<file path="src/hdl/kmd_pkg.sv">
// Shared types, constants and the key layout for the keypad matrix debouncer.
// Used by every module of the block; depends on nothing else.
`timescale 1ns / 1ps

package kmd_pkg;

	// Matrix geometry.
	localparam int NUM_ROWS = 4;
	localparam int NUM_COLS = 4;
	localparam int ROW_W    = 2;
	localparam int COL_W    = 2;
	localparam int BITS_W   = NUM_ROWS * NUM_COLS;
	localparam int INDEX_W  = ROW_W + COL_W;
	localparam int CHAR_W   = 7;

	// Debounce limit register and tick counter.
	localparam int LIMIT_W = 7;
	localparam logic [LIMIT_W-1:0] LIMIT_RESET = 7'd20;
	localparam logic [LIMIT_W-1:0] TICKS_MAX   = 7'd127;

	// Row mode codes.
	localparam logic [1:0] MODE_IDLE     = 2'd0;
	localparam logic [1:0] MODE_PRESSING = 2'd1;
	localparam logic [1:0] MODE_PRESSED  = 2'd2;

	// One event found by a row lane on the current tick.
	typedef struct packed {
		logic             valid;
		logic [COL_W-1:0] col;
		logic             rel;
	} kmd_event_t;

	// Key layout "123A" / "456B" / "789C" / "*0#D", indexed by row*4+col.
	localparam logic [CHAR_W-1:0] KEY_CHARS [BITS_W] = '{
		7'h31, 7'h32, 7'h33, 7'h41,
		7'h34, 7'h35, 7'h36, 7'h42,
		7'h37, 7'h38, 7'h39, 7'h43,
		7'h2A, 7'h30, 7'h23, 7'h44
	};

	function automatic logic [CHAR_W-1:0] key_char_of(input logic [INDEX_W-1:0] idx);
		return KEY_CHARS[idx];
	endfunction

endpackage

</file>
<file path="src/hdl/keypad_matrix_debouncer.sv">
// Top level of the 4x4 keypad matrix debouncer: debounce register, row lanes and merge.
// Depends on kmd_pkg, kmd_row_lane and kmd_merge.
//
// Channel   Handshake              Payload
// -------   --------------------   ------------------------------------------
// in        in_valid / in_ready    switch_closed[15:0]
// out       out_valid / out_ready  key_index[3:0], key_char[6:0], is_release, last
// cfg       cfg_valid / cfg_ready  cfg_data[6:0] (debounce limit)
//
// All four row lanes evaluate an accepted tick in parallel.
// Its events leave one per cycle while out_ready is high.
// The next tick is taken in the cycle the last event of the previous one leaves.
// The event buffer in the merge stage gates input this way; out_ready low holds input.
// Reset puts every row idle and the limit at 20; cfg_ready is always high.
`timescale 1ns / 1ps

module keypad_matrix_debouncer (
	input  logic                               clk,
	input  logic                               arst_n,
	input  logic                               in_valid,
	output logic                               in_ready,
	input  logic [kmd_pkg::BITS_W-1:0]         switch_closed,
	output logic                               out_valid,
	input  logic                               out_ready,
	output logic [kmd_pkg::INDEX_W-1:0]        key_index,
	output logic [kmd_pkg::CHAR_W-1:0]         key_char,
	output logic                               is_release,
	output logic                               last,
	input  logic                               cfg_valid,
	output logic                               cfg_ready,
	input  logic [kmd_pkg::LIMIT_W-1:0]        cfg_data
);

	logic [kmd_pkg::LIMIT_W-1:0] limit_q;
	logic                        tick;
	kmd_pkg::kmd_event_t         ev [kmd_pkg::NUM_ROWS];

	// Debounce limit register.
	assign cfg_ready = 1'b1;
	always_ff @(posedge clk or negedge arst_n) begin
		if (!arst_n) begin
			limit_q <= kmd_pkg::LIMIT_RESET;
		end else if (cfg_valid && cfg_ready) begin
			limit_q <= cfg_data;
		end
	end

	assign tick = in_valid && in_ready;

	// One lane per keypad row.
	for (genvar r = 0; r < kmd_pkg::NUM_ROWS; r++) begin : g_row
		kmd_row_lane u_lane (
			.clk    (clk),
			.arst_n (arst_n),
			.tick   (tick),
			.bits   (switch_closed[r*kmd_pkg::NUM_COLS +: kmd_pkg::NUM_COLS]),
			.limit  (limit_q),
			.ev     (ev[r])
		);
	end

	// Merge the row events into an ordered output stream.
	kmd_merge u_merge (
		.clk        (clk),
		.arst_n     (arst_n),
		.load       (tick),
		.ev         (ev),
		.space      (in_ready),
		.out_valid  (out_valid),
		.out_ready  (out_ready),
		.key_index  (key_index),
		.key_char   (key_char),
		.is_release (is_release),
		.last       (last)
	);

endmodule

</file>
<file path="src/hdl/kmd_row_lane.sv">
// One row lane of the keypad debouncer: mode, latched column, tick count and level.
// Depends on kmd_pkg for mode codes, widths and the event type.
`timescale 1ns / 1ps

module kmd_row_lane (
	input  logic                        clk,
	input  logic                        arst_n,
	input  logic                        tick,
	input  logic [kmd_pkg::NUM_COLS-1:0] bits,
	input  logic [kmd_pkg::LIMIT_W-1:0] limit,
	output kmd_pkg::kmd_event_t         ev
);

	logic [1:0]                  mode_q, mode_d;
	logic                        col_ok_q, col_ok_d;
	logic [kmd_pkg::COL_W-1:0]   col_q, col_d;
	logic [kmd_pkg::LIMIT_W-1:0] ticks_q, ticks_d;
	logic                        level_q;

	logic                        level;
	logic                        found;
	logic [kmd_pkg::COL_W-1:0]   low_col;
	logic [kmd_pkg::COL_W-1:0]   col_eff;
	logic                        col_eff_ok;
	logic                        held;
	logic [kmd_pkg::LIMIT_W-1:0] ticks_inc;

	assign level = |bits;

	// Lowest closed column of the row.
	always_comb begin
		found   = 1'b0;
		low_col = '0;
		for (int c = kmd_pkg::NUM_COLS - 1; c >= 0; c--) begin
			if (bits[c]) begin
				found   = 1'b1;
				low_col = c[kmd_pkg::COL_W-1:0];
			end
		end
	end

	assign col_eff_ok = col_ok_q | found;
	assign col_eff    = col_ok_q ? col_q : low_col;
	assign held       = bits[col_eff];
	assign ticks_inc  = (ticks_q == kmd_pkg::TICKS_MAX) ? ticks_q : ticks_q + 7'd1;

	// Next state of the row and the event it raises on this tick.
	always_comb begin
		mode_d   = mode_q;
		col_ok_d = col_ok_q;
		col_d    = col_q;
		ticks_d  = ticks_q;
		ev       = '0;
		ev.col   = col_eff;
		case (mode_q)
			kmd_pkg::MODE_IDLE: begin
				if (level && !level_q) begin
					mode_d   = kmd_pkg::MODE_PRESSING;
					ticks_d  = '0;
					col_ok_d = 1'b0;
				end
			end
			default: begin
				if (!col_eff_ok) begin
					// No column closed: the row drops back silently.
					mode_d   = kmd_pkg::MODE_IDLE;
					ticks_d  = '0;
					col_ok_d = 1'b0;
				end else begin
					col_ok_d = 1'b1;
					col_d    = col_eff;
					if (mode_q == kmd_pkg::MODE_PRESSING && held) begin
						ticks_d = ticks_inc;
						if (ticks_inc > limit) begin
							mode_d   = kmd_pkg::MODE_PRESSED;
							ev.valid = 1'b1;
						end
					end else begin
						ticks_d = '0;
						if (!held) begin
							ev.valid = 1'b1;
							ev.rel   = 1'b1;
							col_ok_d = 1'b0;
							mode_d   = kmd_pkg::MODE_IDLE;
						end
					end
				end
			end
		endcase
	end

	// Row state advances only on an accepted tick.
	always_ff @(posedge clk or negedge arst_n) begin
		if (!arst_n) begin
			mode_q   <= kmd_pkg::MODE_IDLE;
			col_ok_q <= 1'b0;
			col_q    <= '0;
			ticks_q  <= '0;
			level_q  <= 1'b0;
		end else if (tick) begin
			mode_q   <= mode_d;
			col_ok_q <= col_ok_d;
			col_q    <= col_d;
			ticks_q  <= ticks_d;
			level_q  <= level;
		end
	end

endmodule

</file>
<file path="src/hdl/kmd_merge.sv">
// Merging stage: registers the events of all row lanes and hands them out in row order.
// Depends on kmd_pkg for the event type, widths and the key layout.
`timescale 1ns / 1ps

module kmd_merge (
	input  logic                             clk,
	input  logic                             arst_n,
	input  logic                             load,
	input  kmd_pkg::kmd_event_t              ev [kmd_pkg::NUM_ROWS],
	output logic                             space,
	output logic                             out_valid,
	input  logic                             out_ready,
	output logic [kmd_pkg::INDEX_W-1:0]      key_index,
	output logic [kmd_pkg::CHAR_W-1:0]       key_char,
	output logic                             is_release,
	output logic                             last
);

	logic [kmd_pkg::NUM_ROWS-1:0] pend_q;
	logic [kmd_pkg::NUM_ROWS-1:0] pend_rest;
	kmd_pkg::kmd_event_t          ev_q [kmd_pkg::NUM_ROWS];
	logic [kmd_pkg::ROW_W-1:0]    sel_row;

	// Lowest pending row is the next request out.
	always_comb begin
		sel_row = '0;
		for (int r = kmd_pkg::NUM_ROWS - 1; r >= 0; r--) begin
			if (pend_q[r]) begin
				sel_row = r[kmd_pkg::ROW_W-1:0];
			end
		end
	end

	assign pend_rest  = pend_q & (pend_q - 4'd1);
	assign out_valid  = |pend_q;
	assign last       = (pend_rest == '0);
	assign key_index  = {sel_row, ev_q[sel_row].col};
	assign key_char   = kmd_pkg::key_char_of(key_index);
	assign is_release = ev_q[sel_row].rel;

	// A new tick may enter once the buffer empties in this cycle.
	assign space = !out_valid || (out_ready && last);

	always_ff @(posedge clk or negedge arst_n) begin
		if (!arst_n) begin
			pend_q <= '0;
		end else if (load) begin
			for (int r = 0; r < kmd_pkg::NUM_ROWS; r++) begin
				pend_q[r] <= ev[r].valid;
			end
		end else if (out_valid && out_ready) begin
			pend_q <= pend_rest;
		end
	end

	// Event payload, held while requests drain.
	always_ff @(posedge clk) begin
		if (load) begin
			for (int r = 0; r < kmd_pkg::NUM_ROWS; r++) begin
				ev_q[r] <= ev[r];
			end
		end
	end

endmodule

</file>
<file path="config.mk">
export PLATFORM = sky130hd
export DESIGN_NAME = keypad_matrix_debouncer
export DESIGN_NICKNAME = d
export VERILOG_FILES = /design/src/hdl/kmd_pkg.sv /design/src/hdl/keypad_matrix_debouncer.sv /design/src/hdl/kmd_row_lane.sv /design/src/hdl/kmd_merge.sv
export SDC_FILE = /design/constraint.sdc
export NUM_CORES = 1
export LEC_CHECK = 0
export ABC_AREA = 1
export BUFFER_PORTS_ARGS = -buffer_cell sky130_fd_sc_hd__buf_2
export CORE_UTILIZATION = 35
export DETAILED_ROUTE_END_ITERATION = 10
export PLACE_DENSITY_LB_ADDON = 0.2
export SYNTH_ARGS = -nofsm -noshare
export SYNTH_HDL_FRONTEND = slang
export SYNTH_SLANG_ARGS = --single-unit
</file>
<file path="constraint.sdc">
create_clock -name clk -period 2.9 [get_ports clk]
set_input_delay 0.58 -clock clk [delete_from_list [all_inputs] [get_ports clk]]
set_output_delay 0.58 -clock clk [all_outputs]
set_load 0.05 [all_outputs]
</file>
# After elaboration in Yosys (flattened, before gate mapping)
# Memories as Yosys holds them, arrays and structs flattened.
# Cells that the tools add are included.
[totals]
reg_bits = 63
latch_bits = 0
ram_bits = 16
mem_bits_ro = 112
input_bits = 28
word_cells = 258
n_memories = 2
[memory_table]
columns = ["name", "depth", "width", "read_ports", "rd_ports_with_merged_regs", "write_ports", "line", "text"]
rows = [
  ["(no name shown)", 16, 7, 1, 0, 0, "kmd_pkg.sv:42", "return KEY_CHARS[idx];"],
  ["u_merge.ev_q", 4, 4, 1, 0, 4, "kmd_merge.sv:21", "kmd_pkg::kmd_event_t ev_q [kmd_pkg::NUM_ROWS];"],
]
[classes]
add_sub_neg = 5
multipliers = 0
n_div = 0
magnitude_cmp = 9
eq_ne = 20
shift = 0
n_mux = 150
bitwise = 10
n_reduce_logical = 40
[ops]
columns = ["cell", "n"]
rows = [
  ["two-way mux 7 bit", 22],
  ["two-way mux 2 bit", 48],
  ["two-way mux 1 bit", 74],
  ["!= test 4 bit, second input constant", 8],
  ["adder 7 x 1 -> 7 bit, second input constant", 4],
  ["== test 7 bit, second input constant", 4],
  ["> comparator 7 bit", 4],
  ["OR reduction 4 bit", 5],
  ["AND reduction 4 bit", 4],
  ["< comparator 2 x 3 -> 1 bit, second input constant", 4],
  ["AND reduction 3 bit", 4],
  ["logical AND 1 bit", 11],
  ["binary-select mux 1 bit (select 2 bit)", 4],
  ["== test 2 x 1 -> 1 bit, second input constant", 4],
  ["zero test 2 bit", 4],
  ["two-way mux 4 bit", 2],
  ["!= test 2 x 1 -> 1 bit, second input constant", 4],
  ["AND reduction 2 bit", 4],
  ["greater-or-equal comparator 5 bit, second input constant", 1],
  ["zero test 1 bit", 5],
  ["inverter 4 -> 5 bit", 1],
  ["bitwise AND 4 bit", 1],
  ["zero test 4 bit", 1],
  ["inverter 1 bit", 4],
  ["other kinds (4)", 7],
]

# Depth between registers and ports, before layout
# Gate-level depths: netlist of run 1.
[depth]
word_depth = 12
mapped_depth = 19
mapped_depth_nobuf = 19

# Hierarchy
# Synthesis of run 1 repeated with hierarchy kept, for this count alone.
[hier_totals]
cells_unflattened = 732
area_unflattened_um2 = 5524.0
[by_module_without_submodules]
columns = ["module", "n_inst", "cells_each", "area_per_inst_um2", "seq_area_each_um2"]
rows = [
  ["kmd_row_lane", 4, 150, 1074.8, 325.3],
  ["kmd_merge", 1, 98, 934.6, 460.4],
  ["keypad_matrix_debouncer", 1, 34, 290.3, 177.7],
]

# Worst setup path before layout of run 1
# OpenSTA, ideal clock, no wires.
[synth_timing]
path_kind = "register to output"
start = "reg u_merge.pend_q[2] (netlist bit)"
end = "out key_char[2] (netlist bit)"
arrival_time_ps = 2958
slack_ps = -638
path_stages_with_launch = 10
n_path_buf = 1
cell_sequence = "dfrtp_1 > inv_1 > nand2_1 > nand2_1 > nand2_1 > buf_2 > o21ai_0 > nand2_1 > ha_1 > o31ai_1"
[synth_via]
elab_chain_cells = 8
[synth_rtl]
columns = ["item", "line", "text"]
rows = [
  ["start, declared", "kmd_merge.sv:19", "logic [kmd_pkg::NUM_ROWS-1:0] pend_q;"],
  ["start signal, assigned by index", "kmd_merge.sv:49", "pend_q[r] <= ev[r].valid;"],
  ["start signal, assigned", "kmd_merge.sv:52", "pend_q <= pend_rest;"],
  ["two-way mux 2 bit (3 in series)", "kmd_merge.sv:28", "if (pend_q[r]) begin"],
  ["memory read (4 x 4 bit)", "--", ""],
  ["named net key_index (one bit)", "keypad_matrix_debouncer.sv:25", "output logic [kmd_pkg::INDEX_W-1:0] key_index,"],
  ["inverter 4 -> 5 bit (not written as such)", "kmd_pkg.sv:42", ""],
  ["memory read (16 x 7 bit)", "--", ""],
  ["two-way mux 7 bit (not written as such) (2 in series)", "kmd_pkg.sv:42", ""],
  ["end, declared", "keypad_matrix_debouncer.sv:26", "output logic [kmd_pkg::CHAR_W-1:0] key_char,"],
]
# The timed path passes the listed nets, and every way through them passes these cells. The select of a mux whose other input is x is not followed.

# Final worst setup path of run 1
[layout_timing]
start = "reg u_merge.pend_q[2] (netlist bit)"
end = "out key_char[1] (netlist bit)"
[layout_via]
elab_chain_cells = 8
[layout_rtl]
columns = ["item", "line"]
rows = [
  ["two-way mux 2 bit (*) (3 in series)", "kmd_merge.sv:28"],
  ["memory read (4 x 4 bit)", "--"],
  ["inverter 4 -> 5 bit (not written as such) (*)", "kmd_pkg.sv:42"],
  ["memory read (16 x 7 bit) (*)", "--"],
  ["two-way mux 7 bit (not written as such) (*) (2 in series)", "kmd_pkg.sv:42"],
]
# Mark *: on every way between the ends. The rest lies on a longest branch, timed or not. The select of a mux whose other input is x is not followed.

==> impl_results.md, run 1 <==
- CP Launch Type: register
- Die area: between 0.015 and 0.02 sq mm
- DPL Wire Length: approximately 9.1 mm
- CTS max path bufs: 2
- Wire per inst: 12.92 microns
- Final period util: between 90% and 100%
- Core Region: between 0.01 and 0.015 sq mm
- Initial DRC count: 294
- Register area share after synthesis: around two fifths
- Nets: slightly above 800
- Flop2flop setup slack: around 0.25 ns
- Num rows: 43
- First-pass GRT wire length: between 15 and 20 mm
- Pwr Density: between 1000 and 1500 mW/mm^2
- Minimum clock period: 2.822 ns
- WS Path Type: register to primary output
- Crit-path max FO: 6
- Max_slew headroom: around 60%
- Busiest grt layer: met2
- Synth top area share: between 20% and 30%
- Cell variety after synth: 42
- Fmax: between 0.3 and 0.4 GHz
- EDFF count, synth: 12
- Post-Syn Area: ~0.0051 sq mm
- Synth area leaders: dfrtp_1, nand2_1, ha_1, edfxtp_1, inv_1
- Die X: roughly 120 microns
- Main flop type after synthesis: dfrtp_1
- Clock latency on the worst-skew pair: 0.35 ns
- Mean Syn Cell Area: 7.366 sq um
- Die Y-Extent: about 120 microns
- DRC Markers: 0
- Antenna viol nets, final: 0
- IO Port Bufs: between 40 and 50
- Placer Congestion: roughly 0.86
- FF+latch count, synth: 75
- H-tree levels: 3
- Pleak: 3.123 nW
- Io pins: between 40 and 50
- Synth Warn #: 0
- Via Count: about 4,700
- Final setup viols: 0
- Total power: 7.143 mW
- Clk_skew: around 0.0078 ns
- Unrepaired setup endpoints after global routing: yes
- CTS tree: built
- # fillers: 1,348
- Clk Tree Root Cell: clkbuf_16
- GRT Total Usage: between 15 and 20%
- CTS Hold Bufs: 0
- Multi-input gate area: about 0.0029 sq mm
- Peak supply drop: roughly 0.00090 V
- Pre-antenna DRT Iters: 5
- Inserted Clock Buffers: 9
- Arrival @ worst endpoint: about 2.2 ns
- Share of layout cells above drive strength 1: between 15 and 20%
- Initial Utilization: between 30% and 40%
- Pins Over Slew Limit: 0
- Total congestion overflow: 0
- Number of antenna violations at the first check in global routing: 0
- Largest net degree at the start of global routing: 41
- Post-synth top area cell: dfrtp_1
- Vias per cell: ~5.0
- Layout area overhead: 20.43%
- Number of global-route vias before repair: around 4,300
- Status: finished clean
- Final Hold Viols: 0
- Syn_nets: 756
- Worst EP required: 2.32 ns
- Clk slew on worst S/H paths: around 0.060 ns
- GRT met3 Usage: around 3.8%
- FF/Latch Area: just under 0.002 sq mm
- Post-Synthesis Cells: roughly 690
- Worst slew pin tran: a little over 0.6 ns
- CTS sink cnt: 75
- CP Capture Type: primary output
- WL final: about 12 mm
- Setup TNS: 0 ns
- Max-cap viol count: 0
- Synth async-reset ratio: around 84%
- Min-Delay Path Class: input port to async pin
- Antenna diode count: 0
- Met2 Use GR: 27.95%
- Met1 usage: between 20% and 30%
## cell type report
class | count | area share [%]
Tap cell | 180 | 3.674
Clock buffer | 11 | 3.960
Inverter | 93 | 5.695
Timing Repair Buffer | 60 | 6.246
Sequential cell | 75 | 31.64
Multi-Input combinational cell | 515 | 46.74
Clock inverter | 5 | 2.041
## routing by layer
layer | vias up | share of wire [%]
met5 | - | 0
met4 | 0 | 1.4
met3 | 12 | 4.0
met2 | 99 | 47
met1 | 2154 | 47
li1 | 2391 | -
## cell families (layout without fill, tap and decap cells)
family                   count (synthesis)  in the layout  share of synthesized area, %
AO/OA/AOI/OAI                          106            106                         11.80
XOR/XNOR                                13             13                         2.237
adder cells (fa/ha/maj)                 37             37                         9.095
buffers and inverters                  102            169                         8.014
flip-flops                              75             75                         38.10
multiplexers                             2              2                        0.4424
other                                    1              1                       0.07368
AND/OR/NAND/NOR                        355            356                         30.24
## cell usage after synthesis (4+ instances only)
cell / n
nand2_1: 205
dfrtp_1: 61
edfxtp_1: 12
a21oi_1: 20
xor2_1: 7
nor2_2: 5
nor3_1: 5
nor2_1: 58
xnor2_1: 6
inv_1: 92
o22ai_1: 7
ha_1: 37
nand4_1: 18
nand3_1: 53
o21ai_0: 57
o21ai_1: 4
## repair_timing
item                                    in CTS  in global routing
endpoints found under the setup margin       3                 15
setup buffers                                2                 10
cloned                                       0                  1
pin swaps                                    1                  8
resized for setup                           12                 31
## per-stage QoR
step | hold WS [ns] | worst slack, ns | util, % | area (sq um) | std cells
2_1_floorplan | 0.2844 | -0.08050 | - | 5111 | 691
3_3_place_gp | 0.4642 | 0.1966 | 39.49 | 5545 | 910
3_5_place_dp | 0.4611 | 0.04775 | 39.49 | 5545 | 910
4_1_cts | 0.2509 | 0.01466 | 42.49 | 5967 | 928
5_1_grt | 0.2780 | -0.07713 | 43.65 | 6130 | 939
6_report | 0.2447 | 0.07842 | 43.65 | 6130 | 939
## final timing paths
path	from	to	cells past startpoint
worst min register to register	g_row[0].u_lane.col_q[0]$_DFFE_PN0P_	g_row[0].u_lane.col_q[0]$_DFFE_PN0P_	2
worst max register to register	g_row[3].u_lane.ticks_q[0]$_DFFE_PN0P_	g_row[3].u_lane.mode_q[1]$_DFFE_PN0P_	16
min in group clk	cfg_data[6]	limit_q[6]$_DFFE_PN0P_	3
worst min-delay path	arst_n	g_row[2].u_lane.ticks_q[4]$_DFFE_PN0P_	1
worst max-delay path	u_merge.pend_q[2]$_DFFE_PN0P_	key_char[1]	13
max in group asynchronous	arst_n	limit_q[2]$_DFFE_PN1P_	2
## report_power, final
part	internal, mW	switching, mW	total, mW
clock	0.950	0.446	1.40
sequential	1.40	0.206	1.60
combinational	1.32	2.82	4.14
## cell usage in the layout (no fill, tap or decap), drive strengths merged, types with 19 or more instances in the layout
master	count
nand2	210
inv	93
nor2	67
o21ai	63
dfrtp	61
buf	59
nand3	53
ha	37
a21oi	21
nand4	19
## worst max-delay path, cell delays in order (launching register included)
cell      delay, ns
dfrtp_1        0.42
inv_2          0.08
nand2_1        0.06
nand2_2        0.10
nand2_4        0.08
o211ai_1       0.21
nand2_2        0.13
inv_2          0.11
ha_4           0.21
nor2_4         0.11
nor2_1         0.06
o21ai_1        0.09
nand2_2        0.07
buf_8          0.15
## state kept, by name, indices dropped and copies added, names as in the netlist
register / flops
g_row.u_lane.col_ok_q: 4
g_row.u_lane.col_q: 8
g_row.u_lane.level_q: 4
g_row.u_lane.mode_q: 8
g_row.u_lane.ticks_q: 28
limit_q: 7
u_merge.ev_q: 12
u_merge.pend_q: 4
Power figures use the tool's default switching activity.
==> run 2, diff against run 1 <==
--- a/config.mk
+++ b/config.mk
@@ -7,6 +7,7 @@
 export LEC_CHECK = 0
 export ABC_AREA = 1
 export BUFFER_PORTS_ARGS = -buffer_cell sky130_fd_sc_hd__buf_2
+export CORE_MARGIN = 2
 export CORE_UTILIZATION = 35
 export DETAILED_ROUTE_END_ITERATION = 10
 export PLACE_DENSITY_LB_ADDON = 0.2
==> run 2 against run 1 <==
Against the previous run: register-to-register slack about the same; clock power down 6%; sequential power is essentially flat; maximum frequency is 0.15% lower; critical path type unchanged; hold slack improved by 0.020 ns; design area grew 0.35%; non-clock buffer count increased by 5; clock skew is 0.0014 ns lower; via count is 1.6% higher; core utilization down 0.84 points; routed wire length rose by 2.6%.
==> impl_results.md, run 2 (same netlist as run 1, synthesis figures left out) <==
- Num rows: 44 (+2.3%)
- GRT Total Usage: 16.54% (-0.43 points)
- Initial DRC count: 226 (-23%)
- Final period util: 97.45% (+0.15 points)
- CP Capture Type: primary output
- R2R Path End: u_merge.pend_q[2]$_DFFE_PN0P_
- Die Y-Extent: 124.6 microns (+1.6%)
- First-pass GRT wire length: 21.14 mm (+6.8%)
- Max_slew headroom: 55.69% (-4.0 points)
- Antenna diode count: 0 (unchanged)
- Number of global-route vias before repair: 4,581 (+6.6%)
- H-tree levels: 3 (unchanged)
- Clk slew on worst S/H paths: 0.06 ns (about the same)
- Inserted Clock Buffers: 9 (unchanged)
- Final setup margin: 0.07407 ns (-0.004349 ns)
- Multi-input gate area: 0.002870 sq mm (+0.17%)
- Die X: 124.6 microns (+1.6%)
- Total congestion overflow: 0 (unchanged)
- CTS max path bufs: 2 (unchanged)
- Setup TNS: 0 ns (unchanged)
- Status: finished clean
- Largest net degree at the start of global routing: 28 (-32%)
- Die area: 0.01552 sq mm (+3.3%)
- Initial Utilization: 35.42% (-0.82 points)
- Slowest cell delay on critical path: 0.40 ns (-0.02 ns)
- Max-cap viol count: 0 (unchanged)
- Final setup viols: 0 (unchanged)
- CTS Hold Bufs: 0 (unchanged)
- Peak supply drop: 0.0008886 V (-1.2%)
- Pins Over Slew Limit: 0 (unchanged)
- Dpl ws: 0.03632 ns (-0.01143 ns)
- Largest register by flop count: g_row.u_lane.ticks_q
- Clk Tree Root Cell: clkbuf_16
- Area after DPL: 0.005553 sq mm (+0.14%)
- Total power: 7.269 mW (+1.8%)
- R2r worst-path depth: 15 (-1)
- Flop2flop setup slack: 0.25 ns (about the same)
- Clock latency on the worst-skew pair: 0.34 ns (about the same)
- Biggest regs: g_row.u_lane.ticks_q (28), u_merge.ev_q (12)
- CTS sink cnt: 75 (unchanged)
- Worst EP required: 2.32 ns (about the same)
- Wire per inst: 13.12 microns (+1.6%)
- Clk_skew: 0.006432 ns (-0.001398 ns)
- FF/Latch Area: 0.001941 sq mm (about the same)
- Layout area overhead: 20.85%
- Vias per cell: 4.992 (+0.67%)
- CP Launch Type: register
- Fin area: 0.006151 sq mm (+0.35%)
- Met1 usage: 21.35% (-0.32 points)
- DRC Markers: 0 (unchanged)
- Most frequent cells in the layout: nand2_1, inv_1, dfrtp_1
- Arrival @ worst endpoint: 2.25 ns (about the same)
- Pleak: 3.133 nW (+0.33%)
- Antenna viol nets, final: 0 (unchanged)
- Unrepaired setup endpoints after global routing: yes
- Commonest non-fill, non-tap cell in the layout: nand2_1
- Minimum clock period: 2.826 ns (+0.004349 ns)
- Nets: 824 (+0.61%)
- Max reg flops: 28 (unchanged)
- IO Port Bufs: 42 (unchanged)
- Final Hold Viols: 0 (unchanged)
- Pre-antenna DRT Iters: 5 (unchanged)
- RR Startpoint: g_row[2].u_lane.ticks_q[0]$_DFFE_PN0P_
- Pwr Density: 1182 mW/mm^2 (+1.4%)
- Busiest grt layer: met2
- Io pins: 44 (unchanged)
- Worst slew pin tran: 0.6646 ns (+0.05970 ns)
- Share of layout cells above drive strength 1: 17.93% (+0.80 points)
- Post-layout util: 42.81% (-0.84 points)
- # fillers: 1,436 (+6.5%)
- Number of antenna violations at the first check in global routing: 0 (unchanged)
- Crit-path cells: inv_2 > nand2_2 > nor2_2 > inv_2 > a21oi_4 > o21ai_2 > nand2_2 > inv_4 > ha_4 > nor2_4 > nor2_1 > o21ai_1 > nand2_2 > buf_8
- CTS tree: built
- Core Region: 0.01437 sq mm (+2.3%)
- Crit path top cell by count: nand2_2
- GRT met3 Usage: 2.749% (-1.1 points)
- WL final: 12.44 mm (+2.6%)
- Min-Delay Path Class: input port to async pin
- Crit-path max FO: 6 (unchanged)
- Met2 Use GR: 27.35% (-0.59 points)
- Via Count: 4,732 (+1.6%)
- Placer Congestion: 0.8688 (+0.59%)
- WS Path Type: register to primary output
- DPL Wire Length: 9.417 mm (+3.6%)
- Crit-path slowest cell: dfrtp_1
- Fmax: 0.3539 GHz (-0.15%)
-- run 2: metrics by stage --
stage,hold slack [ns],std cells
floorplan,0.2844,691
global placement,0.4640,916
detailed placement,0.4677,916
CTS,0.2876,936
global route,0.3247,948
finish,0.2644,948
-- run 2: critical path: cells and delay by family, from the launching register on --
kind                     cells  cell delay, ns
buffers and inverters        4            0.39
flip-flops                   1            0.40
adder cells (fa/ha/maj)      1            0.24
AO/OA/AOI/OAI                3            0.27
AND/OR/NAND/NOR              6            0.60
-- run 2: per-layer routing --
layer	part of all wire (%)	routed length [microns]	vias to the layer above
met4	1.8	221	0
met2	49	6047	98
met3	3.9	487	16
li1	-	-	2397
met5	0	0	-
met1	46	5687	2221
-- run 2: final cells by class --
type | count | area share, %
multi-input combinational | 515 | 46.66
sequential | 75 | 31.55
inverter | 93 | 5.716
clock inverter | 6 | 1.810
tap | 184 | 3.743
clock buffer | 10 | 3.885
timing repair buffer | 65 | 6.631
-- run 2: power by group --
part	switching, mW	internal, mW
clock network	0.457	0.866
logic	2.89	1.44
registers	0.212	1.40
total	3.56	3.71
-- run 2: how the worst max path moves through the flow --
stage,from,endpoint,slack [ns]
floorplan,u_merge.pend_q[2]$_DFFE_PN0P_,key_char[2],-0.08
global placement,u_merge.pend_q[2]$_DFFE_PN0P_,key_char[1],0.21
detailed placement,u_merge.pend_q[2]$_DFFE_PN0P_,key_char[1],0.04
CTS,u_merge.pend_q[0]$_DFFE_PN0P_,key_char[2],0.004
global route,u_merge.pend_q[2]$_DFFE_PN0P_,key_char[1],-0.07
finish,u_merge.pend_q[0]$_DFFE_PN0P_,key_char[1],0.07
-- run 2: timing repair --
action	4_1_cts	5_1_grt
gates resized for setup	13	33
setup buffers	4	11
setup endpoints to repair	4	15
pin swaps	2	14
gates cloned	0	1
